<file path="src/i2cw_pkg.sv">
`timescale 1ns / 1ps

package i2cw_pkg;

    // Message codes on the input channel
    typedef enum logic [1:0] {
        ACT_SELECT = 2'd0,
        ACT_MODE   = 2'd1,
        ACT_WRITE  = 2'd2
    } action_t;

    // Bus symbol codes on the output channel
    typedef enum logic [2:0] {
        SYM_START   = 3'd0,
        SYM_RESTART = 3'd1,
        SYM_STOP    = 3'd2,
        SYM_BIT     = 3'd3,
        SYM_ACK     = 3'd4
    } sym_t;

    // Configuration register indexes
    localparam logic [1:0] CFG_DEVICE_ADDRESS = 2'd0;
    localparam logic [1:0] CFG_COMMAND_CTRL   = 2'd1;
    localparam logic [1:0] CFG_DATA_CTRL      = 2'd2;

    // Configuration reset values
    localparam logic [6:0] DEVICE_ADDRESS_RST = 7'h3c;
    localparam logic [7:0] COMMAND_CTRL_RST   = 8'h00;
    localparam logic [7:0] DATA_CTRL_RST      = 8'h40;

    // Job queue depth between front and back
    localparam int QUEUE_DEPTH_DEF = 2;

    typedef struct packed {
        action_t    action;
        logic [7:0] value;
    } in_item_t;

    typedef struct packed {
        sym_t       symbol;
        logic       bit_value;
        logic       last;
    } out_item_t;

    // Work handed from front to back
    typedef enum logic [1:0] {
        JOB_STOP   = 2'd0,
        JOB_HEADER = 2'd1,
        JOB_DATA   = 2'd2
    } job_kind_t;

    typedef struct packed {
        job_kind_t  kind;
        logic       restart;
        logic [7:0] addr_byte;
        logic [7:0] ctrl_byte;
        logic [7:0] data_byte;
    } job_t;

endpackage

</file>
<file path="src/i2cw_front.sv">
`timescale 1ns / 1ps

module i2cw_front
    import i2cw_pkg::*;
(
    input  logic       clk,
    input  logic       rst_n,
    input  logic       in_valid,
    output logic       in_ready,
    input  in_item_t   in_item,
    input  logic       cfg_valid,
    output logic       cfg_ready,
    input  logic [1:0] cfg_index,
    input  logic [7:0] cfg_data,
    output logic       job_valid,
    input  logic       job_ready,
    output job_t       job
);

    logic [6:0] dev_addr_reg;
    logic [7:0] cmd_ctrl_reg;
    logic [7:0] dat_ctrl_reg;

    logic bus_started_reg, bus_started_next;
    logic data_mode_reg,   data_mode_next;
    logic hdr_pend_reg,    hdr_pend_next;

    logic accept;

    assign cfg_ready = 1'b1;
    assign in_ready  = job_ready;
    assign accept    = in_valid && in_ready;

    // Configuration registers
    always_ff @(posedge clk or negedge rst_n)
    begin
        if (!rst_n)
        begin
            dev_addr_reg <= DEVICE_ADDRESS_RST;
            cmd_ctrl_reg <= COMMAND_CTRL_RST;
            dat_ctrl_reg <= DATA_CTRL_RST;
        end
        else if (cfg_valid)
        begin
            unique case (cfg_index)
                CFG_DEVICE_ADDRESS: dev_addr_reg <= cfg_data[6:0];
                CFG_COMMAND_CTRL:   cmd_ctrl_reg <= cfg_data;
                CFG_DATA_CTRL:      dat_ctrl_reg <= cfg_data;
                default:            ;
            endcase
        end
    end

    // Classify the message, update link state, build the job
    always_comb
    begin
        bus_started_next = bus_started_reg;
        data_mode_next   = data_mode_reg;
        hdr_pend_next    = hdr_pend_reg;
        job_valid        = 1'b0;
        job.kind         = JOB_DATA;
        job.restart      = bus_started_reg;
        job.addr_byte    = {dev_addr_reg, 1'b0};
        job.ctrl_byte    = data_mode_reg ? dat_ctrl_reg : cmd_ctrl_reg;
        job.data_byte    = in_item.value;
        if (in_valid)
        begin
            unique case (in_item.action)
                ACT_SELECT:
                begin
                    data_mode_next = 1'b0;
                    hdr_pend_next  = 1'b1;
                    if (in_item.value == 8'd0)
                    begin
                        job_valid        = 1'b1;
                        job.kind         = JOB_STOP;
                        bus_started_next = 1'b0;
                    end
                end
                ACT_MODE:
                begin
                    data_mode_next = (in_item.value != 8'd0);
                    hdr_pend_next  = 1'b1;
                end
                ACT_WRITE:
                begin
                    job_valid = 1'b1;
                    if (hdr_pend_reg)
                    begin
                        job.kind         = JOB_HEADER;
                        bus_started_next = 1'b1;
                        hdr_pend_next    = 1'b0;
                    end
                end
                default: ;
            endcase
        end
    end

    always_ff @(posedge clk or negedge rst_n)
    begin
        if (!rst_n)
        begin
            bus_started_reg <= 1'b0;
            data_mode_reg   <= 1'b0;
            hdr_pend_reg    <= 1'b0;
        end
        else if (accept)
        begin
            bus_started_reg <= bus_started_next;
            data_mode_reg   <= data_mode_next;
            hdr_pend_reg    <= hdr_pend_next;
        end
    end

endmodule

</file>
<file path="src/i2cw_fifo.sv">
`timescale 1ns / 1ps

module i2cw_fifo
    import i2cw_pkg::*;
#(
    parameter int DEPTH = QUEUE_DEPTH_DEF
)
(
    input  logic clk,
    input  logic rst_n,
    input  logic push_valid,
    output logic push_ready,
    input  job_t push_job,
    output logic pop_valid,
    input  logic pop_ready,
    output job_t pop_job
);

    localparam int PTR_W = (DEPTH > 1) ? $clog2(DEPTH) : 1;
    localparam int CNT_W = $clog2(DEPTH + 1);
    localparam logic [PTR_W-1:0] LAST_PTR = PTR_W'(DEPTH - 1);
    localparam logic [CNT_W-1:0] FULL_CNT = CNT_W'(DEPTH);

    job_t             entries [DEPTH];
    logic [PTR_W-1:0] wr_ptr_reg, rd_ptr_reg;
    logic [CNT_W-1:0] count_reg;
    logic             do_push, do_pop;

    assign push_ready = (count_reg != FULL_CNT);
    assign pop_valid  = (count_reg != '0);
    assign pop_job    = entries[rd_ptr_reg];
    assign do_push    = push_valid && push_ready;
    assign do_pop     = pop_valid && pop_ready;

    // Storage
    always_ff @(posedge clk)
    begin
        if (do_push)
        begin
            entries[wr_ptr_reg] <= push_job;
        end
    end

    // Pointers and fill count
    always_ff @(posedge clk or negedge rst_n)
    begin
        if (!rst_n)
        begin
            wr_ptr_reg <= '0;
            rd_ptr_reg <= '0;
            count_reg  <= '0;
        end
        else
        begin
            if (do_push)
            begin
                wr_ptr_reg <= (wr_ptr_reg == LAST_PTR) ? '0 : wr_ptr_reg + 1'b1;
            end
            if (do_pop)
            begin
                rd_ptr_reg <= (rd_ptr_reg == LAST_PTR) ? '0 : rd_ptr_reg + 1'b1;
            end
            if (do_push && !do_pop)
            begin
                count_reg <= count_reg + 1'b1;
            end
            else if (do_pop && !do_push)
            begin
                count_reg <= count_reg - 1'b1;
            end
        end
    end

endmodule

</file>
<file path="src/i2cw_back.sv">
`timescale 1ns / 1ps

module i2cw_back
    import i2cw_pkg::*;
(
    input  logic      clk,
    input  logic      rst_n,
    input  logic      job_valid,
    output logic      job_ready,
    input  job_t      job,
    output logic      out_valid,
    input  logic      out_ready,
    output out_item_t out_item
);

    typedef enum logic [1:0] {
        ST_IDLE,
        ST_LEAD,
        ST_BITS,
        ST_STOP
    } state_t;

    state_t      state_reg;
    logic        restart_reg;
    logic [23:0] bytes_reg;
    logic [3:0]  bit_cnt_reg;
    logic [1:0]  bytes_left_reg;
    logic        out_valid_reg;
    out_item_t   out_reg;

    logic advance, gen, final_sym, load;

    // Output register moves when empty or being taken
    assign advance   = !out_valid_reg || out_ready;
    assign gen       = advance && (state_reg != ST_IDLE);
    assign final_sym = (state_reg == ST_STOP) ||
                       ((state_reg == ST_BITS) && (bit_cnt_reg == 4'd8) &&
                        (bytes_left_reg == 2'd0));
    assign job_ready = (state_reg == ST_IDLE) || (gen && final_sym);
    assign load      = job_valid && job_ready;

    assign out_valid = out_valid_reg;
    assign out_item  = out_reg;

    // Symbol sequencer with registered output
    always_ff @(posedge clk or negedge rst_n)
    begin
        if (!rst_n)
        begin
            state_reg      <= ST_IDLE;
            restart_reg    <= 1'b0;
            bytes_reg      <= '0;
            bit_cnt_reg    <= '0;
            bytes_left_reg <= '0;
            out_valid_reg  <= 1'b0;
            out_reg        <= '{symbol: SYM_STOP, bit_value: 1'b0, last: 1'b0};
        end
        else
        begin
            if (advance)
            begin
                out_valid_reg <= gen;
            end

            // emit one symbol
            if (gen)
            begin
                unique case (state_reg)
                    ST_LEAD:
                    begin
                        out_reg.symbol    <= restart_reg ? SYM_RESTART : SYM_START;
                        out_reg.bit_value <= 1'b0;
                        out_reg.last      <= 1'b0;
                        state_reg         <= ST_BITS;
                    end
                    ST_BITS:
                    begin
                        if (bit_cnt_reg == 4'd8)
                        begin
                            out_reg.symbol    <= SYM_ACK;
                            out_reg.bit_value <= 1'b0;
                            out_reg.last      <= (bytes_left_reg == 2'd0);
                            if (bytes_left_reg == 2'd0)
                            begin
                                if (!load)
                                begin
                                    state_reg <= ST_IDLE;
                                end
                            end
                            else
                            begin
                                bit_cnt_reg    <= '0;
                                bytes_left_reg <= bytes_left_reg - 1'b1;
                            end
                        end
                        else
                        begin
                            out_reg.symbol    <= SYM_BIT;
                            out_reg.bit_value <= bytes_reg[23];
                            out_reg.last      <= 1'b0;
                            bytes_reg         <= {bytes_reg[22:0], 1'b0};
                            bit_cnt_reg       <= bit_cnt_reg + 1'b1;
                        end
                    end
                    ST_STOP:
                    begin
                        out_reg.symbol    <= SYM_STOP;
                        out_reg.bit_value <= 1'b0;
                        out_reg.last      <= 1'b1;
                        if (!load)
                        begin
                            state_reg <= ST_IDLE;
                        end
                    end
                    default: ;
                endcase
            end

            // load the next job; may come with the final symbol of the current one
            if (load)
            begin
                restart_reg <= job.restart;
                bit_cnt_reg <= '0;
                unique case (job.kind)
                    JOB_STOP:
                    begin
                        state_reg <= ST_STOP;
                    end
                    JOB_HEADER:
                    begin
                        state_reg      <= ST_LEAD;
                        bytes_reg      <= {job.addr_byte, job.ctrl_byte, job.data_byte};
                        bytes_left_reg <= 2'd2;
                    end
                    default:
                    begin
                        state_reg      <= ST_BITS;
                        bytes_reg      <= {job.data_byte, 16'd0};
                        bytes_left_reg <= 2'd0;
                    end
                endcase
            end
        end
    end

endmodule

</file>
<file path="src/i2c_display_command_data_writer_top.sv">
`timescale 1ns / 1ps
// A write is registered in the job queue, then in the serializer's output register.
// The serializer gives one bus symbol per cycle while out_ready holds; a write is 9
// symbols, or 28 when it carries the start, address and control byte header.
// Select and mode messages set link state; a deselect adds one stop symbol.
// Reset (rst_n, asynchronous, active low) clears the link state and job queue
// and loads address 0x3c, command control 0x00 and data control 0x40.

module i2c_display_command_data_writer_top
    import i2cw_pkg::*;
#(
    parameter int QUEUE_DEPTH = QUEUE_DEPTH_DEF
)
(
    input  logic       clk,
    input  logic       rst_n,
    input  logic       in_valid,
    output logic       in_ready,
    input  in_item_t   in_item,
    output logic       out_valid,
    input  logic       out_ready,
    output out_item_t  out_item,
    input  logic       cfg_valid,
    output logic       cfg_ready,
    input  logic [1:0] cfg_index,
    input  logic [7:0] cfg_data
);

    logic front_valid, front_ready;
    job_t front_job;
    logic back_valid, back_ready;
    job_t back_job;

    // Message decode and link state
    i2cw_front u_front (
        .clk       (clk),
        .rst_n     (rst_n),
        .in_valid  (in_valid),
        .in_ready  (in_ready),
        .in_item   (in_item),
        .cfg_valid (cfg_valid),
        .cfg_ready (cfg_ready),
        .cfg_index (cfg_index),
        .cfg_data  (cfg_data),
        .job_valid (front_valid),
        .job_ready (front_ready),
        .job       (front_job)
    );

    // Job queue
    i2cw_fifo #(
        .DEPTH (QUEUE_DEPTH)
    ) u_fifo (
        .clk        (clk),
        .rst_n      (rst_n),
        .push_valid (front_valid),
        .push_ready (front_ready),
        .push_job   (front_job),
        .pop_valid  (back_valid),
        .pop_ready  (back_ready),
        .pop_job    (back_job)
    );

    // Bus symbol serializer
    i2cw_back u_back (
        .clk       (clk),
        .rst_n     (rst_n),
        .job_valid (back_valid),
        .job_ready (back_ready),
        .job       (back_job),
        .out_valid (out_valid),
        .out_ready (out_ready),
        .out_item  (out_item)
    );

endmodule

</file>
<file path="config.mk">
export PLATFORM = sky130hd
export DESIGN_NAME = i2c_display_command_data_writer_top
export DESIGN_NICKNAME = d
export VERILOG_FILES = /design/src/i2cw_pkg.sv /design/src/i2cw_front.sv /design/src/i2cw_fifo.sv /design/src/i2cw_back.sv /design/src/i2c_display_command_data_writer_top.sv
export SDC_FILE = /design/constraint.sdc
export NUM_CORES = 1
export LEC_CHECK = 0
export ABC_AREA = 0
export BUFFER_PORTS_ARGS = -buffer_cell sky130_fd_sc_hd__buf_2
export CAP_MARGIN = 20
export CORE_MARGIN = 2
export CORE_UTILIZATION = 38
export CTS_CLUSTER_SIZE = 28
export DETAILED_ROUTE_END_ITERATION = 6
export SKIP_CTS_REPAIR_TIMING = 1
export SLEW_MARGIN = 20
export SYNTH_ARGS = -nofsm -noshare
export SYNTH_HDL_FRONTEND = slang
export SYNTH_SLANG_ARGS = --single-unit
export TNS_END_PERCENT = 50
</file>
<file path="constraint.sdc">
create_clock -name clk -period 3 [get_ports clk]
set_input_delay 0.15 -clock clk [delete_from_list [all_inputs] [get_ports clk]]
set_output_delay 0.15 -clock clk [all_outputs]
set_load 0.05 [all_outputs]
</file>
==> results.md, run 1 <==
- Final Non-Filler Cells: 612
- Placer Congestion: 0.793
- Cell count after synthesis: 363
- Clock Latency Late Sink: 0.41 ns
- Initial antenna violation count: 0
- VDD IR max: 0.527 mV
- Worst Path Max Fanout: 18
- Iteration count of the initial detailed-routing pass: 4
- Most common cell after layout, fill and taps aside: dfrtp_1
- Most used cells in the layout excluding fill and tap cells: 63 x dfrtp_1, 52 x edfxtp_1, 48 x mux2i_1
- Area grow syn2layout: 21.7%
- CTS tree: built
- Largest net degree at the start of global routing: 30
- Setup TNS: 0 ns
- Lkg Pwr: 2.63 nW
- Grt ovf: 0
- Placed Cells: 567
- H-tree Lvls: 4
- Share of layout cells above drive strength 1: 0.273
- Reg clk slew, reported paths: 0.06 ns
- Final Hold Fails: 0
- CP arrival: 2.80 ns
- # rows: 42
- Input/output buffers: 31
- Final period utilization: 0.831
- CTS Buffer Depth: 2
- Final setup fails: 0
- Final wirelength: 9690 um
- Overall Global Routing Usage: 0.144
- Ys flop type: dfrtp_1
- Die ar.: 0.0145 mm2
- Crit-path slowest cell: nand2b_1
- Crit path time final: 2.49 ns
- Hold WC Path Type: in -> reg
- Max reg flops: 52
- Root Driver: clkbuf_16
- Yosys cell types: 52
- Status: complete, no violations
- DRC Markers: 0
- Synth area leaders: dfrtp_1 31%, edfxtp_1 30%, mux2i_1 9.3%, mux2_2 7.0%, dfstp_2 3.1%
- Number of global-route vias before repair: 3122
- Critical Path Sink Type: flip-flop
- Setup Skew: 0.00977 ns
- Post-DP HPWL: 6460 um
- Power density over the cells: 974 mW/mm2
- Via Count: 3044
- Top-area cell type share of the netlist area: 0.306
- FMAX: 401 MHz
- Actual slew at the worst max-slew pin: 0.867 ns
- Critical Path Start Type: flip-flop
- Die Span X: 120 um
- Critical path class: reg -> reg
- Antenna cell count: 0
- WP data required: 3.31 ns
- Via density: 4.97
- CP peak stage delay: 0.48 ns
- Fin. max-slew vios: 0
- Layout Nets: 455
- Io pins: 33
- Mapped Area: 0.00515 mm2
- Post-synth top area cell: dfrtp_1
- Post-route ant nets: 0
- Drt wl/cell: 15.8 um
- Sequential area share after synthesis: 0.640
- MaxCap Viol Count: 0
- YS warnings: 0
- Chip height: 120 um
- CORE AREA: 0.0132 mm2
- Synthesized Nets: 395
- Synthesized area per cell: 14.2 um2
- Initial drt markers: 145
- Crit path cell chain: inv_1, ha_1, and4b_2, nand3_2, a21oi_4, nand2b_1, o22ai_1
- First-pass GRT wire length: 15900 um
- Total power: 6.10 mW
- Clock sink count: 121
- Post-synthesis sequential element count: 121
- EDFF count, synth: 52
- CTS buffer count: 17
- Slew Limit Headroom: 0.406
- Async S/R FF share, synth: 0.570
- Starting density of the core: 0.389
- RSZ-0062 raised after global routing: no
## kinds of logic after synthesis
family,Yosys count,share of synthesized area
muxes,80,0.163
other,1,0.000728
DFF,121,0.640
adders and majority gates,7,0.0170
xor gates and xnor gates,6,0.0102
and+or+nand+nor,64,0.0651
buffers and inverters,22,0.0211
AOI/OAI and AO/OA,62,0.0828
## routing by layer
| layer | part of all wire | global-route usage |
|---|---|---|
| met3 | 0.032 | 0.0453 |
| met4 | 0.015 | 0.0523 |
| met1 | 0.46 | 0.178 |
| met5 | 0 | 0 |
| met2 | 0.50 | 0.237 |
## stage by stage
step	util	hold slack, ns	worst slack (ns)	area (um2)
2_1_floorplan	-	-0.146	0.394	5160
3_3_place_gp	0.418	0.0477	0.638	5540
3_5_place_dp	0.418	0.0560	0.527	5540
4_1_cts	0.463	-0.393	0.517	6140
5_1_grt	0.473	0.00470	0.310	6270
6_report	0.473	0.00717	0.506	6270
## area by class of cell
type,instances,area [um2]
Inverter,10,40.0
Tap cell,176,220
Sequential cell,121,3300
Multi-Input combinational cell,220,1760
Fill cell,1216,6980
Clock inverter,14,171
Clock buffer,18,429
Timing Repair Buffer,53,353
## Yosys cell counts, drive strengths merged (3+ instances only)
cell type / instances
nor2: 14
dfrtp: 63
mux2i: 48
nand2b: 3
ha: 7
xor2: 4
o22ai: 23
inv: 10
nand3b: 3
edfxtp: 52
mux2: 32
nand2: 24
a31oi: 4
o21ai: 15
dfstp: 6
buf: 10
nor3: 4
a21oi: 8
nand3: 3
## worst paths after layout
kind	from	end	slack, ns	cells past startpoint
max	u_back.state_reg[0]$_DFFE_PN0P_	u_back.bytes_reg[15]$_DFF_PN0_	0.51	7
min	in_item[8]	u_front.data_mode_reg$_DFFE_PN0P_	0.007	3
max reg2reg	u_back.state_reg[0]$_DFFE_PN0P_	u_back.bytes_reg[15]$_DFF_PN0_	0.51	7
min reg2reg	u_front.dev_addr_reg[0]$_DFFE_PN0P_	u_fifo.entries[0][16]$_DFFE_PP_	0.47	0
max in group asynchronous	rst_n	u_front.dev_addr_reg[4]$_DFFE_PN1P_	2.14	3
min in group asynchronous	rst_n	u_back.out_item[0]$_DFFE_PN0P_	0.15	2
## worst max-delay path, delay by kind of cell (launching register included)
kind / cells / cell delay, ns
AND/OR/NAND/NOR: 3 / 0.91
AO/OA/AOI/OAI: 2 / 0.73
flip-flops: 1 / 0.40
adder cells (fa/ha/maj): 1 / 0.25
buffers and inverters: 1 / 0.11
## where the power goes
part,leakage [nW],switching (mW),internal [mW],total (mW)
combinational,1.03,0.975,0.690,1.67
clock,0.289,0.750,1.31,2.06
sequential,1.31,0.237,2.14,2.38
Power figures use the tool's default switching activity.
==> run 2, diff against run 1 <==
==> constraint.sdc (replaced) <==
create_clock -name clk -period 2.33 [get_ports clk]
set_input_delay 0.1165 -clock clk [delete_from_list [all_inputs] [get_ports clk]]
set_output_delay 0.1165 -clock clk [all_outputs]
set_load 0.05 [all_outputs]
==> results.md, run 2 (synthesis gave the netlist of run 1 again) <==
- Actual slew at the worst max-slew pin: 0.616 ns (-0.250 ns)
- Final Hold Fails: 0 (unchanged)
- Root Driver: clkbuf_16
- Largest net degree at the start of global routing: 70 (+130%)
- WP data required: 2.65 ns (-0.66 ns)
- Antenna cell count: 0 (unchanged)
- Placement Setup Slack: 0.215 ns (-0.312 ns)
- Clock Latency Late Sink: 0.42 ns (about the same)
- Share of layout cells above drive strength 1: 0.278 (+0.00509)
- VDD IR max: 0.557 mV (+5.7%)
- MaxCap Viol Count: 0 (unchanged)
- Number of global-route vias before repair: 3244 (+3.9%)
- DRC Markers: 0 (unchanged)
- Setup TNS: 0 ns (unchanged)
- Final setup margin: 0.168 ns (-0.338 ns)
- H-tree Lvls: 4 (unchanged)
- Final wirelength: 9800 um (+1.1%)
- Status: complete, no violations
- Final period utilization: 0.928 (+0.0967)
- Chip height: 120 um (unchanged)
- Reg clk slew, reported paths: 0.06 ns (about the same)
- FMAX: 462 MHz (+15%)
- Drt wl/cell: 15.8 um (-0.49%)
- Input/output buffers: 31 (unchanged)
- Slew Limit Headroom: 0.588 (+0.182)
- CTS buffer count: 17 (unchanged)
- Die Span X: 120 um (unchanged)
- Starting density of the core: 0.389 (unchanged)
- CP arrival: 2.49 ns (-0.31 ns)
- Power density over the cells: 1210 mW/mm2 (+24%)
- Max reg flops: 52 (unchanged)
- # rows: 42 (unchanged)
- First-pass GRT wire length: 16100 um (+1.3%)
- Most common cell after layout, fill and taps aside: dfrtp_1
- Setup Skew: 0.0114 ns (+0.00165 ns)
- Post-route ant nets: 0 (unchanged)
- Critical Path Sink Type: flip-flop
- Via density: 5.02 (+0.91%)
- Initial antenna violation count: 0 (unchanged)
- Post-DP HPWL: 6370 um (-1.4%)
- Placer Congestion: 0.760 (-4.2%)
- RSZ-0062 raised after global routing: no
- Fin. max-slew vios: 0 (unchanged)
- Iteration count of the initial detailed-routing pass: 4 (unchanged)
- Initial drt markers: 139 (-4.1%)
- Overall Global Routing Usage: 0.146 (+0.00154)
- Critical path class: reg -> reg
- CTS tree: built
- Hold WC Path Type: in -> reg
- Clock sink count: 121 (unchanged)
- Io pins: 33 (unchanged)
- Critical Path Start Type: flip-flop
- Via Count: 3122 (+2.6%)
- Most used cells in the layout excluding fill and tap cells: 63 x dfrtp_1, 52 x edfxtp_1, 48 x mux2i_1
- Crit path time final: 2.16 ns (-0.332 ns)
- Lkg Pwr: 2.67 nW (+1.6%)
- Die ar.: 0.0145 mm2 (unchanged)
- Layout Nets: 465 (+2.2%)
- Worst Path Max Fanout: 16 (-2)
- CORE AREA: 0.0132 mm2 (unchanged)
- CTS Buffer Depth: 2 (unchanged)
- Final setup fails: 0 (unchanged)
- Grt ovf: 0 (unchanged)
- Area grow syn2layout: 23.7%
run 2: per-stage QoR:
step | instance area (um2) | hold slack (ns) | total power, mW | util | std cells
after floorplan | 5160 | -0.179 | 4.73 | - | 363
after global placement | 5640 | 0.165 | 5.30 | 0.426 | 571
after detailed placement | 5640 | 0.175 | 5.37 | 0.426 | 571
after CTS | 6180 | -0.260 | 7.74 | 0.467 | 603
after global routing | 6370 | 0.0363 | 8.12 | 0.481 | 622
final | 6370 | 0.0165 | 7.69 | 0.481 | 622
run 2: worst max-delay path: stages (launching register included):
cell and delay [ns]:
dfrtp_1 0.39, inv_1 0.11, ha_1 0.25, and4b_2 0.32, nand3_2 0.11, a21oi_4 0.17
buf_4 0.22, nand2b_1 0.10, buf_4 0.21, o22ai_1 0.19
run 2: worst paths after layout:
path / from / end / slack, ns / depth (start not counted)
min in group asynchronous: rst_n / u_back.out_item[0]$_DFFE_PN0P_ / 0.27 / 3
worst max register to register: u_back.state_reg[0]$_DFFE_PN0P_ / u_back.bytes_reg[6]$_DFF_PN0_ / 0.17 / 9
worst max-delay path: u_back.state_reg[0]$_DFFE_PN0P_ / u_back.bytes_reg[6]$_DFF_PN0_ / 0.17 / 9
worst min-delay path: in_valid / u_front.hdr_pend_reg$_DFFE_PN0P_ / 0.02 / 3
max in group asynchronous: rst_n / u_front.dev_addr_reg[2]$_DFFE_PN1P_ / 1.74 / 3
worst min register to register: u_front.dev_addr_reg[0]$_DFFE_PN0P_ / u_fifo.entries[0][16]$_DFFE_PP_ / 0.47 / 0
run 2: metal layers:
| metal | routed length [um] | vias to the layer above | part of all wire | GRT usage |
|---|---|---|---|---|
| met5 | 0 | - | 0 | 0 |
| met2 | 5060 | 45 | 0.52 | 0.245 |
| met4 | 150 | 0 | 0.015 | 0.0632 |
| met3 | 250 | 15 | 0.026 | 0.0392 |
| li1 | - | 1505 | - | - |
| met1 | 4330 | 1557 | 0.44 | 0.176 |
run 2: power by group:
part | switching (mW) | internal, mW
Sequential | 0.295 | 2.76
Combinational | 1.28 | 0.999
Clock | 0.961 | 1.39
Total | 2.54 | 5.15
run 2: area by class of cell:
type	count	area (um2)
repair buffers	63	518
inverters	10	40.0
clock buffers	19	443
multi-input cells	220	1760
clock inverters	13	96.3
fillers	1191	6870
well taps	176	220
flip-flops and latches	121	3300
==> run 3, diff against run 2 <==
--- a/config.mk
+++ b/config.mk
@@ -10,8 +10,10 @@
 export CAP_MARGIN = 20
 export CORE_MARGIN = 2
 export CORE_UTILIZATION = 38
+export CTS_BUF_LIST = sky130_fd_sc_hd__clkbuf_8 sky130_fd_sc_hd__clkbuf_16
 export CTS_CLUSTER_SIZE = 28
 export DETAILED_ROUTE_END_ITERATION = 6
+export REMOVE_ABC_BUFFERS = 1
 export SKIP_CTS_REPAIR_TIMING = 1
 export SLEW_MARGIN = 20
 export SYNTH_ARGS = -nofsm -noshare
==> results.md, run 3 (synthesis gave the netlist of run 1 again) <==
- Status: complete, no violations
- Placement Setup Slack: 0.249 ns (+0.0341 ns)
- CTS Buffer Depth: 2 (unchanged)
- Clock Latency Late Sink: 0.41 ns (about the same)
- Iteration count of the initial detailed-routing pass: 4 (unchanged)
- Final period utilization: 0.899 (-0.0293)
- CP arrival: 2.42 ns (-0.07 ns)
- CTS buffer count: 17 (unchanged)
- Power density over the cells: 1250 mW/mm2 (+4.0%)
- FILL cells: 1190 (-0.084%)
- Fin util: 0.487 (+0.00624)
- Largest net degree at the start of global routing: 70 (unchanged)
- Worst Path Max Fanout: 16 (unchanged)
- CTS tree: built
- Chip height: 120 um (unchanged)
- Share of layout cells above drive strength 1: 0.273 (-0.00510)
- Drt wl/cell: 15.8 um (+0.61%)
- Most common cell after layout, fill and taps aside: dfrtp_1
- Die Span X: 120 um (unchanged)
- Final setup fails: 0 (unchanged)
- Initial antenna violation count: 0 (unchanged)
- DRC Markers: 0 (unchanged)
- Actual slew at the worst max-slew pin: 0.634 ns (+0.0183 ns)
- Post-route ant nets: 0 (unchanged)
- Critical Path Sink Type: flip-flop
- Number of global-route vias before repair: 3191 (-1.6%)
- First-pass GRT wire length: 16200 um (+0.69%)
- Crit path time final: 2.09 ns (-0.0684 ns)
- Setup Skew: 0.0107 ns (-0.000666 ns)
- Fin. max-slew vios: 0 (unchanged)
- # rows: 42 (unchanged)
- Critical path class: reg -> reg
- Final setup margin: 0.236 ns (+0.0684 ns)
- Critical Path Start Type: flip-flop
- Root Driver: clkbuf_16
- RSZ-0062 raised after global routing: no
- Layout Nets: 466 (+0.22%)
- Most used cells in the layout excluding fill and tap cells: 63 x dfrtp_1, 52 x edfxtp_1, 48 x mux2i_1
- Starting density of the core: 0.389 (unchanged)
- Input/output buffers: 31 (unchanged)
- Grt ovf: 0 (unchanged)
- CORE AREA: 0.0132 mm2 (unchanged)
- VDD IR max: 0.696 mV (+25%)
- Final wirelength: 9870 um (+0.78%)
- MaxCap Viol Count: 0 (unchanged)
- Worst Hold Slack: 0.0172 ns (+0.000748 ns)
- Via density: 5.01 (about the same)
- Final Hold Fails: 0 (unchanged)
- Post-DP HPWL: 6210 um (-2.5%)
- Die ar.: 0.0145 mm2 (unchanged)
- Overall Global Routing Usage: 0.146 (+0.000797)
- Initial drt markers: 154 (+11%)
- WP data required: 2.66 ns (about the same)
- Final Non-Filler Cells: 623 (+0.16%)
- Hold WC Path Type: in -> reg
- Placed Cells: 571 (unchanged)
- Max reg flops: 52 (unchanged)
- FMAX: 478 MHz (+3.3%)
- Reg clk slew, reported paths: 0.06 ns (about the same)
- Placer Congestion: 0.807 (+6.2%)
- Area grow syn2layout: 25.3%
- Antenna cell count: 0 (unchanged)
- H-tree Lvls: 4 (unchanged)
- Via Count: 3124 (+0.064%)
- Slew Limit Headroom: 0.575 (-0.0123)
- Lkg Pwr: 2.71 nW (+1.5%)
- Io pins: 33 (unchanged)
- Clock sink count: 121 (unchanged)
[run 3: cell count changes in the layout (fill, tap and decap cells not counted), moves of 2 or more]
cell	delta
bufinv_16	+4
clkinv_2	-3
inv_1	+2
inv_6	-4
[run 3: layer usage]
layer,share of wire,global-route usage,vias to the layer above
met1,0.45,0.177,1549
met5,0,0,-
met2,0.50,0.244,63
li1,-,-,1499
met4,0.011,0.0501,0
met3,0.038,0.0505,13
[run 3: metrics by stage]
step           power [mW]  area [um2]  setup TNS (ns)
3_3_place_gp         5.28        5620               0
2_1_floorplan        4.67        5080          -28.72
5_1_grt              8.52        6450               0
4_1_cts              8.14        6250               0
3_5_place_dp         5.34        5620               0
6_report             8.10        6450               0
[run 3: report_power, final]
part           total (mW)  internal [mW]  switching [mW]
registers            3.07           2.76           0.315
clock network        2.76           1.83           0.921
logic                2.27          0.994            1.27
total                8.10           5.59            2.51
[run 3: area by class of cell]
class                           count  area, um2  share of cell area
Multi-Input combinational cell    220       1750               0.271
Clock inverter                     13        178              0.0275
Clock buffer                       19        453              0.0702
Tap cell                          176        220              0.0341
Inverter                           10       40.0             0.00620
Timing Repair Buffer               64        515              0.0799
Sequential cell                   121       3300               0.511
[run 3: worst paths after layout]
kind | from | to | slack, ns | depth (start not counted)
max | u_back.bit_cnt_reg[0]$_DFFE_PN0P_ | u_back.bytes_reg[11]$_DFF_PN0_ | 0.24 | 9
min | in_valid | u_front.hdr_pend_reg$_DFFE_PN0P_ | 0.02 | 3
max reg2reg | u_back.bit_cnt_reg[0]$_DFFE_PN0P_ | u_back.bytes_reg[11]$_DFF_PN0_ | 0.24 | 9
min reg2reg | u_front.dev_addr_reg[6]$_DFFE_PN0P_ | u_fifo.entries[0][22]$_DFFE_PP_ | 0.47 | 0
max in group asynchronous | rst_n | u_front.dev_addr_reg[3]$_DFFE_PN1P_ | 1.71 | 3
min in group asynchronous | rst_n | u_back.out_item[0]$_DFFE_PN0P_ | 0.26 | 3
[run 3: worst max-delay path, stage by stage, from the launching register on]
cell and delay (ns):
dfrtp_1 0.40, inv_1 0.09, ha_1 0.21, and4b_2 0.31, nand3_2 0.11, a21oi_4 0.17
buf_4 0.22, nand2b_1 0.10, buf_4 0.21, o22ai_1 0.20
